===== config.mk =====
export PLATFORM = sky130hd
export DESIGN_NAME = c_string_unescaper_unit
export DESIGN_NICKNAME = d
export VERILOG_FILES = /design/src/rtl/csu_pkg.sv /design/src/rtl/csu_decode.sv /design/src/rtl/csu_out_buf.sv /design/src/rtl/c_string_unescaper_unit.sv
export SDC_FILE = /design/constraint.sdc
export NUM_CORES = 1
export LEC_CHECK = 0
export BUFFER_PORTS_ARGS = -buffer_cell sky130_fd_sc_hd__buf_2
export CORE_AREA = 2 2 77 79
export DETAILED_ROUTE_END_ITERATION = 6
export DIE_AREA = 0 0 79 81
export HOLD_SLACK_MARGIN = 0.08
export PLACE_DENSITY = 0.65
export SYNTH_ARGS = -nofsm -noshare
export SYNTH_HDL_FRONTEND = slang
export SYNTH_HIERARCHICAL = 1
export SYNTH_SLANG_ARGS = --single-unit

===== constraint.sdc =====
create_clock -name clk_i -period 6.1 [get_ports clk_i]
set_input_delay 1.83 -clock clk_i [delete_from_list [all_inputs] [get_ports clk_i]]
set_output_delay 1.83 -clock clk_i [all_outputs]
set_load 0.02 [all_outputs]

===== src/rtl/csu_pkg.sv =====
// Shared types and constants for the C string unescaper.
`timescale 1ns / 1ps

package csu_pkg;

  typedef enum logic [1:0] {
    PH_PLAIN = 2'd0,
    PH_ESC   = 2'd1,
    PH_HEX0  = 2'd2,
    PH_HEX1  = 2'd3
  } phase_e;

  localparam logic [7:0] CH_BSLASH = 8'h5C;
  localparam logic [7:0] CH_X      = 8'h78;
  localparam logic [7:0] CH_DOT    = 8'h2E;
  localparam logic [7:0] CH_HASH   = 8'h23;
  localparam logic [7:0] CH_SQUOTE = 8'h27;
  localparam logic [7:0] CH_DQUOTE = 8'h22;
  localparam logic [7:0] CH_QMARK  = 8'h3F;
  localparam logic [7:0] CH_A      = 8'h61;
  localparam logic [7:0] CH_B      = 8'h62;
  localparam logic [7:0] CH_F      = 8'h66;
  localparam logic [7:0] CH_N      = 8'h6E;
  localparam logic [7:0] CH_R      = 8'h72;
  localparam logic [7:0] CH_T      = 8'h74;
  localparam logic [7:0] CH_V      = 8'h76;

  localparam logic [7:0] CTL_BEL = 8'd7;
  localparam logic [7:0] CTL_BS  = 8'd8;
  localparam logic [7:0] CTL_FF  = 8'd12;
  localparam logic [7:0] CTL_LF  = 8'd10;
  localparam logic [7:0] CTL_CR  = 8'd13;
  localparam logic [7:0] CTL_HT  = 8'd9;
  localparam logic [7:0] CTL_VT  = 8'd11;

  typedef struct packed {
    logic [1:0] n;
    logic [7:0] w0;
    logic [7:0] w1;
    phase_e     phase;
    logic [3:0] nibble;
  } dec_res_t;

endpackage


===== src/rtl/csu_decode.sv =====
// Combinational escape decoder: one raw byte plus phase to up to two words.
`timescale 1ns / 1ps

module csu_decode (
  input  logic              id_mode_i,
  input  logic [7:0]        byte_i,
  input  logic              last_i,
  input  csu_pkg::phase_e   phase_i,
  input  logic [3:0]        nibble_i,
  output csu_pkg::dec_res_t res_o
);

  logic            hex_ok;
  logic [3:0]      hex_val;
  logic            plain_emit;
  logic [7:0]      plain_byte;
  csu_pkg::phase_e plain_phase;

  always_comb begin
    hex_ok  = 1'b1;
    hex_val = 4'd0;
    if (byte_i >= 8'h30 && byte_i <= 8'h39) begin
      hex_val = 4'(byte_i - 8'h30);
    end else if (byte_i >= 8'h61 && byte_i <= 8'h66) begin
      hex_val = 4'(byte_i - 8'h57);
    end else if (byte_i >= 8'h41 && byte_i <= 8'h46) begin
      hex_val = 4'(byte_i - 8'h37);
    end else begin
      hex_ok = 1'b0;
    end
  end

  always_comb begin
    plain_byte  = byte_i;
    plain_emit  = 1'b1;
    plain_phase = csu_pkg::PH_PLAIN;
    if (byte_i == csu_pkg::CH_BSLASH && !last_i) begin
      plain_emit  = 1'b0;
      plain_phase = csu_pkg::PH_ESC;
    end
  end

  always_comb begin
    res_o.n      = 2'd0;
    res_o.w0     = 8'd0;
    res_o.w1     = byte_i;
    res_o.phase  = csu_pkg::PH_PLAIN;
    res_o.nibble = 4'd0;
    unique case (phase_i)
      csu_pkg::PH_PLAIN: begin
        res_o.n     = {1'b0, plain_emit};
        res_o.w0    = plain_byte;
        res_o.phase = plain_phase;
      end
      csu_pkg::PH_ESC: begin
        res_o.n = 2'd1;
        unique case (byte_i)
          csu_pkg::CH_SQUOTE, csu_pkg::CH_DQUOTE,
          csu_pkg::CH_QMARK, csu_pkg::CH_BSLASH: res_o.w0 = byte_i;
          csu_pkg::CH_A: res_o.w0 = csu_pkg::CTL_BEL;
          csu_pkg::CH_B: res_o.w0 = csu_pkg::CTL_BS;
          csu_pkg::CH_F: res_o.w0 = csu_pkg::CTL_FF;
          csu_pkg::CH_N: res_o.w0 = csu_pkg::CTL_LF;
          csu_pkg::CH_R: res_o.w0 = csu_pkg::CTL_CR;
          csu_pkg::CH_T: res_o.w0 = csu_pkg::CTL_HT;
          csu_pkg::CH_V: res_o.w0 = csu_pkg::CTL_VT;
          csu_pkg::CH_X: begin
            res_o.w0 = 8'd0;
            if (!last_i) begin
              res_o.n     = 2'd0;
              res_o.phase = csu_pkg::PH_HEX0;
            end
          end
          default: begin
            if (id_mode_i && (byte_i == csu_pkg::CH_DOT || byte_i == csu_pkg::CH_HASH)) begin
              res_o.w0 = byte_i;
            end else begin
              res_o.n  = 2'd2;
              res_o.w0 = csu_pkg::CH_BSLASH;
            end
          end
        endcase
      end
      csu_pkg::PH_HEX0: begin
        if (hex_ok) begin
          res_o.w0 = {4'd0, hex_val};
          if (last_i) begin
            res_o.n = 2'd1;
          end else begin
            res_o.phase  = csu_pkg::PH_HEX1;
            res_o.nibble = hex_val;
          end
        end else begin
          res_o.n     = 2'd1 + {1'b0, plain_emit};
          res_o.w0    = 8'd0;
          res_o.w1    = plain_byte;
          res_o.phase = plain_phase;
        end
      end
      csu_pkg::PH_HEX1: begin
        if (hex_ok) begin
          res_o.n  = 2'd1;
          res_o.w0 = {nibble_i, hex_val};
        end else begin
          res_o.n     = 2'd1 + {1'b0, plain_emit};
          res_o.w0    = {4'd0, nibble_i};
          res_o.w1    = plain_byte;
          res_o.phase = plain_phase;
        end
      end
      default: res_o.n = 2'd0;
    endcase
    if (last_i) begin
      res_o.phase  = csu_pkg::PH_PLAIN;
      res_o.nibble = 4'd0;
    end
  end

endmodule


===== src/rtl/csu_out_buf.sv =====
// Two-word result buffer: takes one or two words, pops one a cycle on ready.
`timescale 1ns / 1ps

module csu_out_buf (
  input  logic       clk_i,
  input  logic       rst_ni,
  input  logic       wr_en_i,
  input  logic [1:0] wr_n_i,
  input  logic [7:0] wr_w0_i,
  input  logic [7:0] wr_w1_i,
  input  logic       wr_last_i,
  output logic [1:0] free_o,
  output logic       out_valid_o,
  input  logic       out_ready_i,
  output logic [7:0] byte_out_o,
  output logic       last_out_o
);

  logic [1:0] cnt_q, cnt_d;
  logic [7:0] b0_q, b0_d, b1_q, b1_d;
  logic       l0_q, l0_d, l1_q, l1_d;
  logic       pop;
  logic [1:0] base;
  logic [7:0] sh0_b;
  logic       sh0_l;

  always_comb begin
    pop    = (cnt_q != 2'd0) && out_ready_i;
    base   = cnt_q - {1'b0, pop};
    free_o = 2'd2 - base;
    sh0_b  = pop ? b1_q : b0_q;
    sh0_l  = pop ? l1_q : l0_q;
    b0_d   = sh0_b;
    l0_d   = sh0_l;
    b1_d   = b1_q;
    l1_d   = l1_q;
    cnt_d  = base;
    if (wr_en_i) begin
      cnt_d = base + wr_n_i;
      if (base == 2'd0) begin
        b0_d = wr_w0_i;
        l0_d = wr_last_i && (wr_n_i == 2'd1);
        b1_d = wr_w1_i;
        l1_d = wr_last_i;
      end else if (base == 2'd1) begin
        b1_d = wr_w0_i;
        l1_d = wr_last_i && (wr_n_i == 2'd1);
      end
    end
  end

  always_ff @(posedge clk_i or negedge rst_ni) begin
    if (!rst_ni) begin
      cnt_q <= 2'd0;
    end else begin
      cnt_q <= cnt_d;
    end
  end

  always_ff @(posedge clk_i) begin
    b0_q <= b0_d;
    b1_q <= b1_d;
    l0_q <= l0_d;
    l1_q <= l1_d;
  end

  assign out_valid_o = (cnt_q != 2'd0);
  assign byte_out_o  = b0_q;
  assign last_out_o  = l0_q;

endmodule


===== src/rtl/c_string_unescaper_unit.sv =====
// Streaming C escaped-string decoder, one raw byte per word in.
// An accepted word is registered, decoded, then written to the output buffer.
// Throughput: one input word per cycle while the buffer has room; an item giving
// two words can hold the input, bounded by the buffer's single output port.
// Reset: asynchronous active low; clears phase, hex digit, id_mode and valids.
`timescale 1ns / 1ps

module c_string_unescaper_unit (
  input  logic       clk_i,
  input  logic       rst_ni,
  input  logic       cfg_we_i,
  input  logic       cfg_data_i,
  input  logic       in_valid_i,
  output logic       in_ready_o,
  input  logic [7:0] byte_in_i,
  input  logic       last_in_i,
  output logic       out_valid_o,
  input  logic       out_ready_i,
  output logic [7:0] byte_out_o,
  output logic       last_out_o
);

  logic              id_mode_q;
  logic              s1_valid_q;
  logic [7:0]        s1_byte_q;
  logic              s1_last_q;
  csu_pkg::phase_e   phase_q;
  logic [3:0]        nibble_q;
  csu_pkg::dec_res_t dec;
  logic [1:0]        free;
  logic              move;
  logic              accept;

  csu_decode u_decode (
    .id_mode_i (id_mode_q),
    .byte_i    (s1_byte_q),
    .last_i    (s1_last_q),
    .phase_i   (phase_q),
    .nibble_i  (nibble_q),
    .res_o     (dec)
  );

  assign move       = s1_valid_q && (dec.n <= free);
  assign in_ready_o = !s1_valid_q || move;
  assign accept     = in_valid_i && in_ready_o;

  csu_out_buf u_out_buf (
    .clk_i       (clk_i),
    .rst_ni      (rst_ni),
    .wr_en_i     (move),
    .wr_n_i      (dec.n),
    .wr_w0_i     (dec.w0),
    .wr_w1_i     (dec.w1),
    .wr_last_i   (s1_last_q),
    .free_o      (free),
    .out_valid_o (out_valid_o),
    .out_ready_i (out_ready_i),
    .byte_out_o  (byte_out_o),
    .last_out_o  (last_out_o)
  );

  always_ff @(posedge clk_i or negedge rst_ni) begin
    if (!rst_ni) begin
      id_mode_q  <= 1'b0;
      s1_valid_q <= 1'b0;
      phase_q    <= csu_pkg::PH_PLAIN;
      nibble_q   <= 4'd0;
    end else begin
      if (cfg_we_i) begin
        id_mode_q <= cfg_data_i;
      end
      if (accept) begin
        s1_valid_q <= 1'b1;
      end else if (move) begin
        s1_valid_q <= 1'b0;
      end
      if (move) begin
        phase_q  <= dec.phase;
        nibble_q <= dec.nibble;
      end
    end
  end

  always_ff @(posedge clk_i) begin
    if (accept) begin
      s1_byte_q <= byte_in_i;
      s1_last_q <= last_in_i;
    end
  end

endmodule

==> flow_metrics.py <==
metrics = {
    "outcome": {
        "outcome": "finished, final reports clean",
    },
    "global_routing": {
        "pin_count_of_the_biggest_net_entering_global_routing": 21,
        "grt_pass1_wl_um": 8901,
        "remaining_global_route_overflow": 0,
        "first_global_vias": 1788,
        "grt_use_total": 0.1766,
        "grt_antenna_before_repair": 0,
    },
    "worst_setup_path": {
        "timing_worst_setup_path_type": "in2out",
        "critical_path.slowest_cell": "sky130_fd_sc_hd__ha_1",
        "r2r.worst_path.cells": 13,
        "worst_ep_required_time_ns": 4.27,
        "crit_path_cell_trace": "buf_2 -> nor2b_2 -> o21ba_4 -> ha_1 -> inv_1 -> inv_1 -> ha_1 -> nor2b_4 -> o211ai_1 -> buf_2",
        "cp_data_arrival_time_ns": 3.67,
        "critPathMaxFanout": 4,
        "cp-end-kind": "output port",
        "crit_path_start_kind": "primary input",
        "crit_path_max_incr_delay_ns": 0.29,
    },
    "synth": {
        "synth_sequential_area_ratio": 0.3774,
        "yosys.area.top_type_share": 0.2101,
        "ys_ff_latch": 37,
        "netlist.top_cell.by_area": "sky130_fd_sc_hd__edfxtp_1",
        "syn-cell-area_sq_mm": 0.002572,
        "asyncSetResetFlopFracSynth": 0.2703,
        "synth-edff-count": 18,
        "yosys_warning_total": 6,
        "netlist-cell-type-count": 63,
        "synthesized_instance_count": 268,
        "synth_top_cells_by_area": "sky130_fd_sc_hd__edfxtp_1, sky130_fd_sc_hd__dfrtp_1, sky130_fd_sc_hd__dfxtp_1, sky130_fd_sc_hd__mux2_2, sky130_fd_sc_hd__a21oi_1",
        "synth_ff_type": "sky130_fd_sc_hd__edfxtp_1",
        "postSynthAreaPerCell_sq_um": 9.599,
        "mappedNetlistNets": 291,
    },
    "cts": {
        "post_cts.repair.setup_buffers": 0,
        "cts-htree-levels": 2,
        "cts_resized": 0,
        "cts_tree": "built",
        "clk_root_buffer_cell": "sky130_fd_sc_hd__clkbuf_8",
        "clk_pin_slew_ns": 0.07,
        "worstSkewPairLatency_ns": 0.30,
        "clkSinkCount": 37,
        "numCtsBuffers": 5,
        "cts_max_path_buffers": 2,
        "holdBufCountCts": 0,
    },
    "power": {
        "vdd_ir_drop_max_uv": 160.0,
        "leakagePower_nw": 1.088,
        "power_per_cell_area_mw_per_mm2": 405.3,
    },
    "floorplan": {
        "die_outline_area_sq_mm": 0.006399,
        "chipWidth_um": 79,
        "ioPinCount": 26,
        "rows": 28,
        "core_region_area_sq_mm": 0.005675,
        "floorplan.initialDensity": 0.4533,
        "die-height_um": 81,
    },
    "cells_and_area": {
        "multi_input_area_sq_mm": 0.001409,
        "nets": 301,
        "final_core_utilization": 0.4815,
        "insertedDiodeCount": 0,
        "ff_latch_area_sq_um": 970.9,
        "filler_cell_count": 564,
        "layout-drive-gt1-share": 0.2222,
        "synthToLayoutAreaGrowth_pct": 6.226,
    },
    "drt": {
        "detail_route.vias_per_cell": 5.723,
        "firstDrtPassIters": 4,
        "dr.first_iter.drc_count": 223,
        "drt_drc_violations_left": 0,
        "route.detailed.wl_per_inst_um": 15.36,
        "vias": 2026,
        "drtAntennaViolNets": 0,
        "detail_route.wirelength_um": 5436,
    },
    "hold_path": {
        "hold_path_depth": 1,
        "hold_path.class": "reg2reg",
    },
    "timing": {
        "slew_violations": 0,
        "period_needed_ns": 5.500,
        "final-hold-violation-count": 0,
        "worst_slew_margin_rel": 0.5519,
        "fin_setup_tns_ns": 0,
        "setup_viol": 0,
        "layout_worst_path_cycle_share": 0.9016,
        "achievable-frequency_mhz": 181.8,
        "tightestPinTransition_ns": 0.6721,
        "finalClockSkew_ns": 0.009840,
        "rsz0062_at_grt": "false",
    },
    "job": {
        "maxCapViolations": 0,
    },
    "place": {
        "finalWeightedCongestion": 0.8853,
        "buffer_ports.inserted": 25,
        "dp.final_hpwl_um": 3968,
    },
}
-- power by group --
part / internal [mW] / switching (mW) / total [mW]
Sequential: 0.371 / 0.0626 / 0.433
Clock: 0.0790 / 0.0869 / 0.166
Combinational: 0.209 / 0.299 / 0.508
Total: 0.659 / 0.449 / 1.11
-- critical path: cells and delay by family --
family / cells / cell delay (ns)
fa+ha+maj: 2 / 0.58
buf+inv: 4 / 0.46
compound gates: 2 / 0.45
simple gates: 2 / 0.34
-- sequential cells by signal, summed over array words and instances, names as in the netlist, 2 cells and up --
register              flops
u_out_buf/b1_q            8
u_out_buf/byte_out_o      8
s1_byte_q                 8
nibble_q                  4
phase_q                   2
u_out_buf/cnt_q           2
-- final cells by class --
cell class,instances,area share
timing repair buffer,25,0.04579
clock buffer,5,0.02518
sequential,37,0.3553
clock inverter,3,0.005952
multi-input combinational,196,0.5156
inverter,13,0.01786
tap,75,0.03434
-- placed cells by master (no fill, tap or decap), types with 3 or more instances in the layout --
master,instances
sky130_fd_sc_hd__a21boi_0,3
sky130_fd_sc_hd__inv_1,13
sky130_fd_sc_hd__o211ai_1,5
sky130_fd_sc_hd__edfxtp_1,18
sky130_fd_sc_hd__dfxtp_1,9
sky130_fd_sc_hd__nand2_1,17
sky130_fd_sc_hd__or3_1,3
sky130_fd_sc_hd__ha_1,8
sky130_fd_sc_hd__o31ai_1,3
sky130_fd_sc_hd__nand2b_1,5
sky130_fd_sc_hd__nand3_1,10
sky130_fd_sc_hd__mux2i_1,9
sky130_fd_sc_hd__mux2_2,15
sky130_fd_sc_hd__nand4_1,3
sky130_fd_sc_hd__a21oi_1,23
sky130_fd_sc_hd__dfrtp_1,10
sky130_fd_sc_hd__o22ai_1,4
sky130_fd_sc_hd__buf_2,25
sky130_fd_sc_hd__nor3b_1,3
sky130_fd_sc_hd__a21o_1,3
sky130_fd_sc_hd__a31oi_1,6
sky130_fd_sc_hd__nand3b_1,5
sky130_fd_sc_hd__o21ai_0,9
sky130_fd_sc_hd__clkbuf_8,5
sky130_fd_sc_hd__nor2_1,16
-- stage by stage --
| stage | area, sq um | worst slack [ns] | instances | hold WS (ns) | power [mW] |
|---|---|---|---|---|---|
| floorplan | 2572 | 0.8924 | 268 | 0.4787 | 0.8524 |
| global placement | 2648 | 0.6905 | 346 | 0.4916 | 0.9336 |
| detailed placement | 2648 | 0.6187 | 346 | 0.4997 | 0.9458 |
| CTS | 2733 | 0.6128 | 354 | 0.5164 | 1.116 |
| global route | 2733 | 0.4649 | 354 | 0.5262 | 1.192 |
| finish | 2733 | 0.6005 | 354 | 0.5149 | 1.107 |
-- worst paths after layout --
| kind | start | endpoint | slack, ns |
|---|---|---|---|
| max reg2reg | s1_byte_q[1] | u_out_buf/last_out_o | 2.16 |
| max in group asynchronous | rst_ni | id_mode_q | 4.51 |
| min reg2reg | nibble_q[2] | nibble_q[2] | 0.51 |
| min | nibble_q[2] | nibble_q[2] | 0.51 |
| min in group asynchronous | rst_ni | u_out_buf/cnt_q[0] | 1.38 |
| max | out_ready_i | in_ready_o | 0.60 |
-- Yosys cell counts, drive strengths merged, types with 6 or more instances --
cell and instances:
mux2i 9, ha 8, mux2 15, a21oi 25
dfrtp 10, inv 13, dfxtp 9, a31oi 6
buf 18, nor2 17, nand3 10, nand2 18
nand2b 6, edfxtp 18, o21ai 10
-- metal layers --
metal	global-route usage	part of all wire	vias up	routed length, um
met1	0.2451	0.47	936	2536
li1	-	-	1010	-
met3	0.04444	0.057	12	310
met5	0	0	-	0
met4	0.06034	0.017	0	91
met2	0.2695	0.46	68	2497
-- cells by family (layout without fill, tap and decap cells) --
| logic type | after synthesis | after routing | share of synthesized area |
|---|---|---|---|
| compound gates | 80 | 80 | 0.2135 |
| flops | 37 | 37 | 0.3774 |
| fa+ha+maj | 8 | 8 | 0.03891 |
| xor+xnor | 2 | 2 | 0.006811 |
| mux | 24 | 24 | 0.1007 |
| simple gates | 82 | 82 | 0.1877 |
| buf+inv | 35 | 46 | 0.07490 |
No activity file was read; power rests on OpenSTA's default activity.
